File: src/sv/zsaf_ram.sv
`timescale 1ns / 1ps
// Generic single-write, single-read RAM with registered read data.
module zsaf_ram #(
	parameter int WIDTH = 8,
	parameter int DEPTH = 64,
	parameter int AW = (DEPTH > 1) ? $clog2(DEPTH) : 1
) (
	input  logic             clk,
	input  logic             wr_en,
	input  logic [AW-1:0]    wr_addr,
	input  logic [WIDTH-1:0] wr_data,
	input  logic             rd_en,
	input  logic [AW-1:0]    rd_addr,
	output logic [WIDTH-1:0] rd_data
);
	logic [WIDTH-1:0] mem_q [DEPTH];

	always_ff @(posedge clk) begin
		if (wr_en) begin
			mem_q[wr_addr] <= wr_data;
		end
		if (rd_en) begin
			rd_data <= mem_q[rd_addr];
		end
	end
endmodule

File: config.mk
export PLATFORM = sky130hd
export DESIGN_NAME = zsaf_ram
export DESIGN_NICKNAME = d
export VERILOG_FILES = /design/src/sv/zsaf_ram.sv
export SDC_FILE = /design/constraint.sdc
export NUM_CORES = 1
export LEC_CHECK = 0
export BUFFER_PORTS_ARGS = -buffer_cell sky130_fd_sc_hd__buf_2
export CORE_MARGIN = 5
export CORE_UTILIZATION = 35
export DETAILED_ROUTE_END_ITERATION = 16
export PLACE_DENSITY = 0.52
export SLEW_MARGIN = 30
export SYNTH_ARGS = -nofsm -noshare
export SYNTH_HDL_FRONTEND = slang
export SYNTH_SLANG_ARGS = --single-unit
export TNS_END_PERCENT = 100
File: constraint.sdc
create_clock -name clk -period 2.47 [get_ports clk]
set_input_delay 0.741 -clock clk [delete_from_list [all_inputs] [get_ports clk]]
set_output_delay 0.741 -clock clk [all_outputs]
set_load 0.01 [all_outputs]
# --- Word-level counts from Yosys, hierarchy flattened ---
# Memory sizes are Yosys's and may differ from the RTL's. A register that Yosys moved wholly into a read port is not among the register bits.
# Index checks and enable logic that the tools add are counted.
word_totals:
  reg_bits: 0
  ramBits: 512
  in_bits: 23
  out_inout_bits: 8
  word_cells: 3
  mem_count: 1
classes:
  mux: 2
mem_list:
  columns: ["name", "depth", "width", "read_ports", "rd_clocked_by_memory_dff", "wr", "line_no", "source"]
  rows:
  - ["mem_q", 64, 8, 1, 1, 1, "16", "logic [WIDTH-1:0] mem_q [DEPTH];"]
op_table:
  columns: ["cell", "n"]
  rows:
  - ["2-to-1 mux 1 bit", 2]

# --- Longest topological paths before layout ---
# Gate-level depths: netlist of run 1.
depth:
  word_depth: 2
  mapped_depth: 9
  mapped_depth_nobuf: 5

# --- Worst setup path before layout of run 1 ---
# No wires, ideal clock.
synth_timing:
  path_type: "input -> register"
  startpoint: "input port rd_addr[1]"
  endpoint: "register rd_data[3], read port of mem_q, data pin"
  setup_ns: 0.266
  t_arrival_ns: 2.281
  required_time_ns: 2.204
  slack_ns: -0.077
  path_stages: 7
  n_path_buf: 3
  path_cell_list: "buf_4 buf_2 buf_2 mux4_2 mux4_2 o21ai_1 o41ai_1"
synth_rtl:
  columns: ["item", "line_no", "source"]
  rows:
  - ["start: declaration", "13", "input logic [AW-1:0] rd_addr,"]
  - ["end: declaration", "14", "output logic [WIDTH-1:0] rd_data"]

==> flow_results.org, run 1 <==
** Outcome
- The flow ran to the end, and the final reports show no timing, DRC or antenna violations.

** Placed design
- HPWL Detailed :: 31040 um
- Input and output buffers added on the ports amount to 30.
- Setup WS pre-CTS :: -0.6617 ns
- At the end of routability-driven placement, the weighted congestion stood at 0.7918.

** Yosys
- Counting flops and latches in the post-synthesis netlist gives 520.
- The synthesized netlist occupies a cell area of around 0.02 sq mm.
- After synthesis, the netlist uses 39 different library cells.
- During synthesis, Yosys emitted a total of 0 warnings.
- Net Count, Synth :: about 960
- Post-synth top flop :: sky130_fd_sc_hd__edfxtp_1
- Post-synthesis async set-or-reset flop share :: 0
- Portion of the post-synthesis area used by sequential elements :: 0.7712
- Post-synth EDFFs :: 520
- Gate count of the mapped netlist :: 940
- Mean instance size in the synthesized netlist :: roughly 22 sq um

** Power and ir drop
- In this run the static leakage power is 7.801 nW.
- Internal Power :: 14.88 mW
- Switching power as a share of total power :: 0.2096
- VDD sags by at most ~480 uV.
- Power Dens Cells :: 779.0 mW/mm^2
- Of the total power, registers draw 0.521.
- The share of total power dissipated in the clock network is 0.424.
- For this design the total switching power over the nets is 3.947 mW.
- Of the total power, combinational logic draws 0.055.

** Timing
- Worst-margin pin slew :: 0.7952 ns
- Portion of the clock cycle consumed by the worst path in the final layout :: 0.9332
- Worst slew margin relative to its limit :: 0.4699
- The number of slew-limit violations in the final report came to 0.
- Derived from the worst setup path, the maximum achievable clock frequency is about 0.43 GHz.
- For the final database, setup skew stands at 0.02184 ns.
- Setup violations remaining at the end of the flow were counted as 0.
- The number of failing hold endpoints at the final stage came to 0.
- Shortest period the worst path allows :: 2.305 ns
- The worst path meets setup with between 0.15 and 0.2 ns of slack.
- Setup repair after global routing left no endpoint under its margin.
- Setup TNS Final :: 0 ns

** Layout
- Area added between synthesis and finish :: 19.36%
- # diodes :: 0
- Most common cell after layout, fill and taps aside :: sky130_fd_sc_hd__edfxtp_1
- Most frequent cells in the layout :: sky130_fd_sc_hd__edfxtp_1 (520), sky130_fd_sc_hd__buf_4 (151), sky130_fd_sc_hd__mux4_2 (126), sky130_fd_sc_hd__nor2_1 (83), sky130_fd_sc_hd__clkbuf_16 (56)
- At the end of the flow, the number of nets in the layout was ~1200.
- Of the cells placed in the final design, the portion with a size suffix greater than 1 is 0.3435.
- Filler instances :: 5036
- For this run, the share of the core covered by cells in the final layout is 0.4205.

** Clock tree
- Post-CTS Setup Inserts :: 0
- Library cell used as clock root buffer :: sky130_fd_sc_hd__clkbuf_16
- In this run, post-CTS hold repair placed 0 buffers.
- Clk slew on worst S/H paths :: 0.06 ns
- Number of clock sinks seen by CTS :: 520
- TritonCTS buffer count :: between 50 and 60
- Later-pin clock latency in the skew report :: ~0.6 ns
- TritonCTS built the clock tree.
- Quantity of gates resized following cts :: 0
- Clock H-tree levels :: 2
- The longest clock path from root to sink contains 3 buffers.

** Drt
- After the first detailed-routing iteration, the DRC count stood at 812.
- In the routed design, unresolved DRC markers number 0.
- Final ANT Viol Nets :: 0
- Vias/cell :: 5.114
- Total Wirelength :: 49080 um
- After detailed routing, the average wire length per cell comes to around 25 um.
- The first TritonRoute pass finished after 6 iterations.
- The routed layout has between 9000 and 10000 vias.

** Setup path
- STA classifies the critical path endpoint as a flop.
- Critical path type :: input port to flop
- At the worst endpoint, the arrival time is 2.64 ns.
- Required time at the worst-slack endpoint :: approximately 2.8 ns
- Worst-path maximum fanout :: 24
- Critical path startpoint category :: input port

** Global route
- GRT Util Overall :: 0.1565
- Pin count of the biggest net entering global routing :: 65
- The number of global-route vias before repair came to 10450.
- Number of antenna violations at the first check in global routing :: 4
- GRT Residual Overflow :: 0
- Global-route wire length before repair :: 72640 um

** Die
- Y dimension of the die :: between 200 and 300 um
- The total area inside the core boundary comes to 0.05748 sq mm.
- Starting utilization of the core area :: 0.3523
- X dimension of the die :: 250.5 um
- 31 I/O pins were placed.
- The floorplan has 88 rows.
- Total die area :: 0.06276 sq mm

** Flow run
- The tool flagged a number of max-cap violations equal to 0.

** Min path
- Worst min-delay path category :: input port to flop
worst max-delay path: stages:
cell and delay [ns]:
sky130_fd_sc_hd__buf_12 0.22, sky130_fd_sc_hd__mux4_2 0.56, sky130_fd_sc_hd__mux2_2 0.28, sky130_fd_sc_hd__o221a_2 0.28, sky130_fd_sc_hd__nor3_1 0.24, sky130_fd_sc_hd__buf_4 0.19, sky130_fd_sc_hd__o32ai_1 0.10
routing by layer:
metal  global-route usage  routed length [um]  share of wire  vias up
met1               0.2261               22520           0.46     5299
met2               0.2471               23100           0.47      241
met3              0.03094                2375          0.048       75
met5                    0                  15        0.00031        -
li1                     -                   -              -     4337
met4              0.03836                1073          0.022        4
synthesized netlist by cell type, types with 4 or more instances:
cell	count	area (sq um)
sky130_fd_sc_hd__nor3_1	7	35.03
sky130_fd_sc_hd__nor2b_1	14	87.58
sky130_fd_sc_hd__buf_1	4	15.01
sky130_fd_sc_hd__nor2_1	83	311.6
sky130_fd_sc_hd__a221oi_1	6	52.55
sky130_fd_sc_hd__a211oi_1	4	30.03
sky130_fd_sc_hd__nand2_1	19	71.32
sky130_fd_sc_hd__mux4_2	126	2838
sky130_fd_sc_hd__edfxtp_1	520	15610
sky130_fd_sc_hd__buf_4	13	97.59
sky130_fd_sc_hd__nand2b_1	7	43.79
sky130_fd_sc_hd__mux2_2	13	146.4
sky130_fd_sc_hd__mux2i_1	23	230.2
sky130_fd_sc_hd__o22ai_1	8	50.05
sky130_fd_sc_hd__buf_6	4	45.04
sky130_fd_sc_hd__o221ai_1	8	70.07
sky130_fd_sc_hd__nand3_1	13	65.06
sky130_fd_sc_hd__clkbuf_1	17	63.81
sky130_fd_sc_hd__buf_2	11	55.05
path summary, 6_finish.rpt:
check | start | end | slack (ns) | depth (start not counted)
max | rd_addr[0] | rd_data[6] | 0.17 | 7
min | rd_en | rd_data[4] | 0.53 | 1
max reg2reg | mem_q[28][6] | rd_data[6] | 0.26 | 6
min reg2reg | mem_q[26][4] | rd_data[4] | 0.92 | 3
state kept, by name, indices dropped and copies added (netlist names):
register,count
rd_data,8
mem_q,512
power groups by stage:
stage	Clock, mW	Sequential, mW	Combinational (mW)
4_1_cts	8.19	9.81	1.05
2_1_floorplan	0	9.99	0.523
6_report	7.99	9.81	1.03
3_5_place_dp	0	10.0	1.05
3_3_place_gp	0	10.0	1.03
5_1_grt	8.55	9.81	1.11
final cells by class:
cell class | instances | area (sq um) | area share
timing repair buffer | 191 | 1535 | 0.06353
tap | 765 | 957.2 | 0.03961
clock buffer | 67 | 1443 | 0.05969
multi-input combinational | 369 | 4315 | 0.1786
clock inverter | 35 | 301.5 | 0.01248
sequential | 520 | 15620 | 0.6461
kinds of logic (layout without fill, tap and decap cells):
logic type             Yosys count  after routing  synth area share
flip-flops                     520            520            0.7712
AO/OA/AOI/OAI                   54             54           0.02064
AND/OR/NAND/NOR                153            153           0.03374
buffers and inverters           51            293           0.01563
multiplexers                   162            162            0.1588
metrics by stage:
| stage | std cells | hold WS [ns] | area (sq um) | total power [mW] |
|---|---|---|---|---|
| 2_1_floorplan | 940 | 0.7971 | 20260 | 10.52 |
| 3_3_place_gp | 1845 | 0.8919 | 22410 | 11.03 |
| 3_5_place_dp | 1845 | 0.9068 | 22410 | 11.04 |
| 4_1_cts | 1947 | 0.4833 | 24160 | 19.05 |
| 5_1_grt | 1947 | 0.4934 | 24170 | 19.47 |
| 6_report | 1947 | 0.5251 | 24170 | 18.83 |
No activity file was read; power rests on OpenSTA's default activity.
==> run 2: changes to the inputs <==
--- a/config.mk
+++ b/config.mk
@@ -9,7 +9,7 @@
 export CORE_MARGIN = 5
 export CORE_UTILIZATION = 35
 export DETAILED_ROUTE_END_ITERATION = 16
-export PLACE_DENSITY = 0.52
+export PLACE_DENSITY = 0.5
 export SLEW_MARGIN = 30
 export SYNTH_ARGS = -nofsm -noshare
 export SYNTH_HDL_FRONTEND = slang
==> constraint.sdc (replaced) <==
create_clock -name clk -period 2.82 [get_ports clk]
set_input_delay 0.846 -clock clk [delete_from_list [all_inputs] [get_ports clk]]
set_output_delay 0.846 -clock clk [all_outputs]
set_load 0.01 [all_outputs]
==> run 2 against run 1 <==
Against the previous run: clock-buffer cell count down 3; hold slack improved by 0.023 ns; non-clock buffer count decreased by 2; clock skew down 0.011 ns; final area about the same; power is 13% lower; final cell count down 0.10%; register-to-register slack improved by 0.45 ns; sequential share of layout area about the same; critical path type unchanged; largest power group unchanged.
==> flow_results.org, run 2 (same netlist as run 1, synthesis figures left out) <==
** Outcome
- The flow ran to the end, and the final reports show no timing, DRC or antenna violations.

** Timing
- Shortest period the worst path allows :: between 2 and 2.5 ns
- Fin. Hold Viols :: 0
- Final worst setup slack :: 0.3567 ns
- Final Skew :: 0.01048 ns
- Setup repair after global routing left no endpoint under its margin.
- Maximum clock rate :: 0.4060 GHz
- Worst Hold Slack :: about 0.55 ns
- Final setup violation count :: 0
- Worst-margin pin slew :: 0.7459 ns
- Worst slew margin relative to its limit :: 0.5028
- Max-slew violation count :: 0
- Portion of the clock cycle consumed by the worst path in the final layout :: 0.8735

** Power and ir drop
- Of the total power, the clock network draws 0.419.
- In this run the power spent charging and discharging nets is 3.402 mW.
- IR analysis of the VDD net gives a maximum drop of 430.2 uV.
- Power share of the combinational group :: 0.056
- Switching power as a share of total power :: 0.2079
- Flop pwr share :: 0.525
- The analysis attributes to cell leakage a power of just under 8 nW.
- Power Dens Cells :: 676.8 mW/mm^2
- Internal power comes to 12.96 mW.

** Setup path
- Capturing element type of the critical path :: flop
- At the worst endpoint, the arrival time is around 2.8 ns.
- Critical path startpoint category :: input port
- Required time at the worst-slack endpoint :: 3.16 ns
- Measured in cells, the most critical reg-to-reg path has a length of 6.
- In this run the worst path has a maximum fanout of 16.
- Worst flop-to-flop path startpoint :: mem_q[21][6]
- Setup slack of the worst register-to-register path :: 0.71 ns
- The critical path is of the input port to flop type.
- The worst register-to-register path ends at rd_data[6].

** Layout
- The register with the most flip-flops in the layout has between 500 and 600 of them.
- The library cell used most frequently in the layout, excluding fill and tap cells, is sky130_fd_sc_hd__edfxtp_1.
- The largest registers in the layout are mem_q: 512 flops, rd_data: 8 flops.
- Summed area of non-filler cells in the final layout :: 0.02418 sq mm
- The net count of the finished layout is 1156.
- Most frequent cells in the layout :: sky130_fd_sc_hd__edfxtp_1 (520), sky130_fd_sc_hd__buf_4 (143), sky130_fd_sc_hd__mux4_2 (126), sky130_fd_sc_hd__nor2_1 (83), sky130_fd_sc_hd__clkbuf_16 (55)
- The register with the most flip-flops in the final layout is mem_q.
- Fin cells :: 1945
- Layout cell share with drive strength beyond 1 :: 0.3413
- Compared with the post-synthesis result, the final layout area differs by 19.40%.

** Drt
- The detailed router placed 9924 vias in this run.
- After detailed routing, the average wire length per cell comes to about 25 um.
- Once detail routing completed, the nets flagged for antenna violations numbered 0.
- Vias/cell :: 5.102
- After detailed routing, the number of remaining DRC violations is 0.
- Wires add up to 49280 um.
- First-pass iteration count of the detailed router :: 5
- Number of design-rule violations left by the first detailed-router iteration :: 823

** Die
- Y dimension of the die :: 250.5 um
- The floorplan step defined a die boundary enclosing 0.06276 sq mm.
- Starting utilization of the core area :: 0.3523
- Area of the core :: approximately 0.057 sq mm
- For this design the top-level I/O count stands at 31.
- FP Rows :: 88
- X dimension of the die :: 250.5 um

** Global route
- Number of global-route vias before repair :: 10260
- Number of antenna violations at the first check in global routing :: 0
- In the global route stage, overall resource usage came out at 0.1568.
- Global-route wire length before repair :: between 70000 and 80000 um
- Global routing finished with a remaining overflow of 0.
- Pin count of the biggest net entering global routing :: 65

** Placed design
- # placed instances :: 1843
- In this run the tool buffered the top-level ports with 30 buffer cells.
- Placed cell areas :: about 0.022 sq mm
- Once detailed placement completed, the half-perimeter wirelength came to 32560 um.
- Routability-driven placement finished with a final weighted congestion of ~0.77.
- Setup WS pre-CTS :: -0.2834 ns

** Clock tree
- Clock H-tree levels :: 2
- The clock reaches the later pin of the worst-skew pair after 0.59 ns.
- Quantity of gates resized following cts :: 0
- Post-CTS Setup Inserts :: 0
- Clock tree synthesis found a total of 520 sinks.
- TritonCTS clock tree :: yes
- Clk slew on worst S/H paths :: 0.06 ns
- In this run, post-CTS hold repair placed 0 buffers.
- The root buffer cell chosen for the clock tree is sky130_fd_sc_hd__clkbuf_16.
- CTS max path bufs :: 3
- TritonCTS buffer count :: 53

** Flow run
- Maximum Capacitance Violations :: 0

** Min path
- Number of cells traversed by the worst hold path :: 1
- Terminating pin of the worst hold path :: mem_q[11][1]
- The path class of the tightest hold or removal check is input port to flop.
- Worst min-delay path startpoint :: wr_data[1]
-- run 2: worst max-delay path, stage by stage --
cell and delay [ns]:
sky130_fd_sc_hd__clkbuf_8 0.26, sky130_fd_sc_hd__buf_4 0.27, sky130_fd_sc_hd__mux4_2 0.57, sky130_fd_sc_hd__mux4_2 0.50, sky130_fd_sc_hd__nor2_1 0.15, sky130_fd_sc_hd__nor3_1 0.07
sky130_fd_sc_hd__o2bb2ai_1 0.13
-- run 2: worst max-delay path by stage --
stage / end / cells after the start / slack [ns] / start
after floorplan: rd_data[3] / 7 / 0.17 / rd_addr[1]
after global placement: rd_data[1] / 7 / -0.27 / rd_addr[0]
after detailed placement: rd_data[1] / 7 / -0.28 / rd_addr[0]
after CTS: rd_data[1] / 7 / 0.35 / rd_addr[0]
after global routing: rd_data[1] / 7 / 0.28 / rd_addr[0]
final: rd_data[1] / 7 / 0.36 / rd_addr[0]
-- run 2: metal layers --
| layer | GRT usage | share of wire | vias to the layer above |
|---|---|---|---|
| li1 | - | - | 4335 |
| met1 | 0.2176 | 0.44 | 5280 |
| met2 | 0.2573 | 0.49 | 248 |
| met3 | 0.03198 | 0.051 | 61 |
| met4 | 0.03742 | 0.020 | 0 |
| met5 | 0 | 0 | - |
-- run 2: cell type report --
cell class,count,area [sq um]
diodes,2,5.005
clock buffers,64,1410
clock inverters,36,290.3
fillers,5072,33300
multi-input cells,369,4315
flip-flops and latches,520,15620
well taps,765,957.2
repair buffers,189,1583
-- run 2: power by group through the flow --
stage               registers, mW  clock network [mW]  logic, mW
floorplan                    8.75                   0      0.456
global placement             8.76                   0      0.925
detailed placement           8.76                   0      0.934
CTS                          8.59                7.04      0.936
global route                 8.60                7.36      0.982
finish                       8.60                6.85      0.916
-- run 2: metrics by stage --
stage / utilization / setup TNS, ns / power (mW)
2_1_floorplan: - / 0 / 9.208
3_3_place_gp: 0.3910 / -1.578 / 9.685
3_5_place_dp: 0.3910 / -1.752 / 9.693
4_1_cts: 0.4205 / 0 / 16.57
5_1_grt: 0.4205 / 0 / 16.94
6_report: 0.4206 / 0 / 16.36
==> run 3: changes to the inputs <==
--- a/config.mk
+++ b/config.mk
@@ -6,6 +6,7 @@
 export NUM_CORES = 1
 export LEC_CHECK = 0
 export BUFFER_PORTS_ARGS = -buffer_cell sky130_fd_sc_hd__buf_2
+export CORE_ASPECT_RATIO = 1.1
 export CORE_MARGIN = 5
 export CORE_UTILIZATION = 35
 export DETAILED_ROUTE_END_ITERATION = 16
==> run 3 against run 2 <==
Against the previous run: final area fell by 0.28%; sequential cell count did not move; global-route usage rose by 0.33 points; core utilization barely moved.
==> flow_results.org, run 3 (same netlist as run 1, synthesis figures left out) <==
** Global route
- Pin count of the biggest net entering global routing :: 65
- Global-route wire length before repair :: 74160 um
- Number of antenna violations at the first check in global routing :: 3
- Global routing usage on met2 :: 0.2531
- The number of global-route vias before repair came to 10520.
- Across every metal layer, demand over resource in global routing totals 0.1600.
- For this run, global-route usage on met1 was measured as 0.2280.
- In this run the most used layer during global routing was met2.
- GRT Residual Overflow :: 0
- For met3 alone, demand over resource in global routing was 0.03487.

** Drt
- Once detail routing completed, the nets flagged for antenna violations numbered 0.
- Dividing the detail-routed wire length by the instance count gives 26.00 um.
- In the routed design, unresolved DRC markers number 0.
- Vias after detailed routing :: approximately 10000
- Number of design-rule violations left by the first detailed-router iteration :: 1062
- In the routed layout, each cell is associated on average with a via count of 5.192.
- The final layout contains routed wiring with a total length of 50110 um.
- The first detailed-routing pass took 7 iterations.

** Timing
- Setup repair after global routing left no endpoint under its margin.
- Fin. Hold Viols :: 0
- Final Skew :: slightly below 0.02 ns
- In this run the tightest slew margin relative to its limit is 0.5112.
- In the post-route analysis, the smallest setup slack over all paths is roughly 0.19 ns.
- Shortest period the worst path allows :: 2.632 ns
- Final setup violation count :: 0
- Portion of the clock cycle consumed by the worst path in the final layout :: 0.9334
- The number of slew-limit violations in the final report is 0.
- Static timing analysis puts the maximum clock frequency at 0.3799 GHz.
- Across all hold checks on the routed design, the worst slack comes to 0.6381 ns.
- At the pin with the least slew margin, the transition time is 0.7332 ns.

** Layout
- The finished layout holds between 1500 and 2000 standard cells, fillers aside.
- The number of antenna diodes in the final layout is 0.
- In the final layout, the multi-input gates occupy 0.004315 sq mm.
- Register containing the most flip-flops in the final layout :: mem_q
- Registers take 0.01562 sq mm.
- Of the cells placed in the final design, the portion with a size suffix greater than 1 is 0.3447.
- Max reg flops :: 512
- The filler cells instantiated in the layout total 5048.
- Utilization of the core after routing :: 0.4205
- Most common cell after layout, fill and taps aside :: sky130_fd_sc_hd__edfxtp_1
- Registers with the highest flip-flop counts :: mem_q: 512 flops, rd_data: 8 flops
- Final #Nets :: 1160
- Area added between synthesis and finish :: 19.06%
- The library cells used most frequently in the layout, excluding fill and tap cells, are sky130_fd_sc_hd__edfxtp_1 (520), sky130_fd_sc_hd__buf_4 (148), sky130_fd_sc_hd__mux4_2 (126), sky130_fd_sc_hd__nor2_1 (83), sky130_fd_sc_hd__clkbuf_16 (51).

** Die
- For this design the top-level I/O count stands at 31.
- Total die area :: about 0.063 sq mm
- From bottom edge to top edge, the die measures roughly 260 um.
- X dimension of the die :: about 240 um
- In this run the core area contains 92 standard-cell rows.
- After floorplanning, the core was sized to cover 0.05733 sq mm.
- Starting utilization of the core area :: 0.3532

** Power and ir drop
- VDD sags by at most 460.0 uV.
- Leakage :: between 7 and 8 nW
- Overall Power :: between 15 and 20 mW
- The analysis attributes to net switching a power of 3.398 mW.
- Of the total power, the clock network draws 0.410.
- Switching power as a share of total power :: 0.2109
- Flop pwr share :: 0.534
- Internal Power :: 12.71 mW
- For this design the ratio of total power to cell area is 668.2 mW/mm^2.
- The share of total power dissipated in combinational logic is 0.057.

** Setup path
- Destination of the worst register-to-register timing path :: rd_data[4]
- Worst-path maximum fanout :: 19
- STA puts the critical path data arrival time at 2.96 ns.
- STA classifies the critical path endpoint as a flop.
- Worst setup path startpoint :: rd_addr[0]
- By startpoint and endpoint, the worst setup path is classified as input port to flop.
- In this run the register-to-register setup slack is about 0.73 ns.
- Following the worst setup path forward leads to its endpoint at rd_data[3].
- For the worst flop-to-flop path, the logic depth is 6.
- For the worst setup path, the data required time is about 3.2 ns.
- Worst flop-to-flop path startpoint :: mem_q[29][4]
- STA classifies the critical path startpoint as an input port.

** Clock tree
- The tree is rooted in a sky130_fd_sc_hd__clkbuf_16.
- In this run, post-CTS hold repair placed 0 buffers.
- Clock-pin slew was measured on the worst setup and hold paths at about 0.06 ns.
- Clock H-tree levels :: 2
- CTS max path bufs :: 3
- The tree built by TritonCTS fans out to 520 sinks.
- After clock tree synthesis, the setup repair step added 0 buffers.
- Clock tree synthesis inserted a total of 51 buffers.
- Gates resized during post-CTS repair numbered 0.
- TritonCTS built the clock tree.
- Later-pin clock latency in the skew report :: 0.60 ns

** Placed design
- The number of placed instances, taps included, is 1836.
- OpenSTA, run right after detailed placement, puts the worst setup slack at -0.4398 ns.
- Number of port buffers :: 30
- The congestion estimate from routability-driven global placement came to 0.7759.
- The wire-length estimate of the detail-placed layout is 33200 um.

** Outcome
- Status :: finished clean

** Min path
- The path class of the tightest hold or removal check is input port to flop.

** Flow run
- Maximum Capacitance Violations :: 0
==> run 3: cell types whose count changed in the layout (fill, tap and decap cells not counted), sizes merged <==
cell	before	now
clkinvlp	2	1
inv	1	4
diode	2	0
clkinv	28	27
buf	188	194
clkbuf	65	55
==> run 3: metal layers <==
metal  wire length [um]  up-vias
li1                   -     4341
met5                 13        -
met3               2628       71
met1              22270     5348
met4               1021        2
met2              24170      243
==> run 3: worst min path at each step <==
stage | to | cells past startpoint | slack (ns) | startpoint
after floorplan | rd_data[0] | 4 | 0.80 | mem_q[34][0]
after global placement | rd_data[0] | 4 | 0.88 | mem_q[34][0]
after detailed placement | rd_data[0] | 4 | 0.89 | mem_q[35][0]
after CTS | rd_data[6] | 1 | 0.61 | rd_en
after global routing | rd_data[0] | 1 | 0.62 | rd_en
final | rd_data[6] | 1 | 0.64 | rd_en
==> run 3: cell type report <==
type	instances	share of cell area
Clock buffer	54	0.05341
Clock inverter	37	0.01277
Multi-Input combinational cell	369	0.1790
Sequential cell	520	0.6477
Tap cell	752	0.03903
Timing Repair Buffer	195	0.06804
==> run 3: metrics by stage <==
step / instance area [sq um] / setup TNS, ns
global route: 24110 / 0
finish: 24110 / 0
global placement: 22510 / -2.097
detailed placement: 22510 / -2.194
CTS: 24110 / 0
floorplan: 20250 / 0
==> run 3: power by group through the flow <==
stage	combinational (mW)	clock, mW	sequential, mW
finish	0.917	6.60	8.59
global route	0.984	7.13	8.59
CTS	0.936	6.78	8.59
detailed placement	0.934	0	8.76
global placement	0.927	0	8.76
floorplan	0.456	0	8.75
==> run 3: critical path, cell delays in order <==
cell	delay [ns]
sky130_fd_sc_hd__clkbuf_8	0.26
sky130_fd_sc_hd__buf_12	0.22
sky130_fd_sc_hd__buf_4	0.36
sky130_fd_sc_hd__mux4_2	0.54
sky130_fd_sc_hd__mux2i_1	0.31
sky130_fd_sc_hd__a21oi_1	0.11
sky130_fd_sc_hd__o21ai_1	0.16
sky130_fd_sc_hd__o41ai_1	0.11
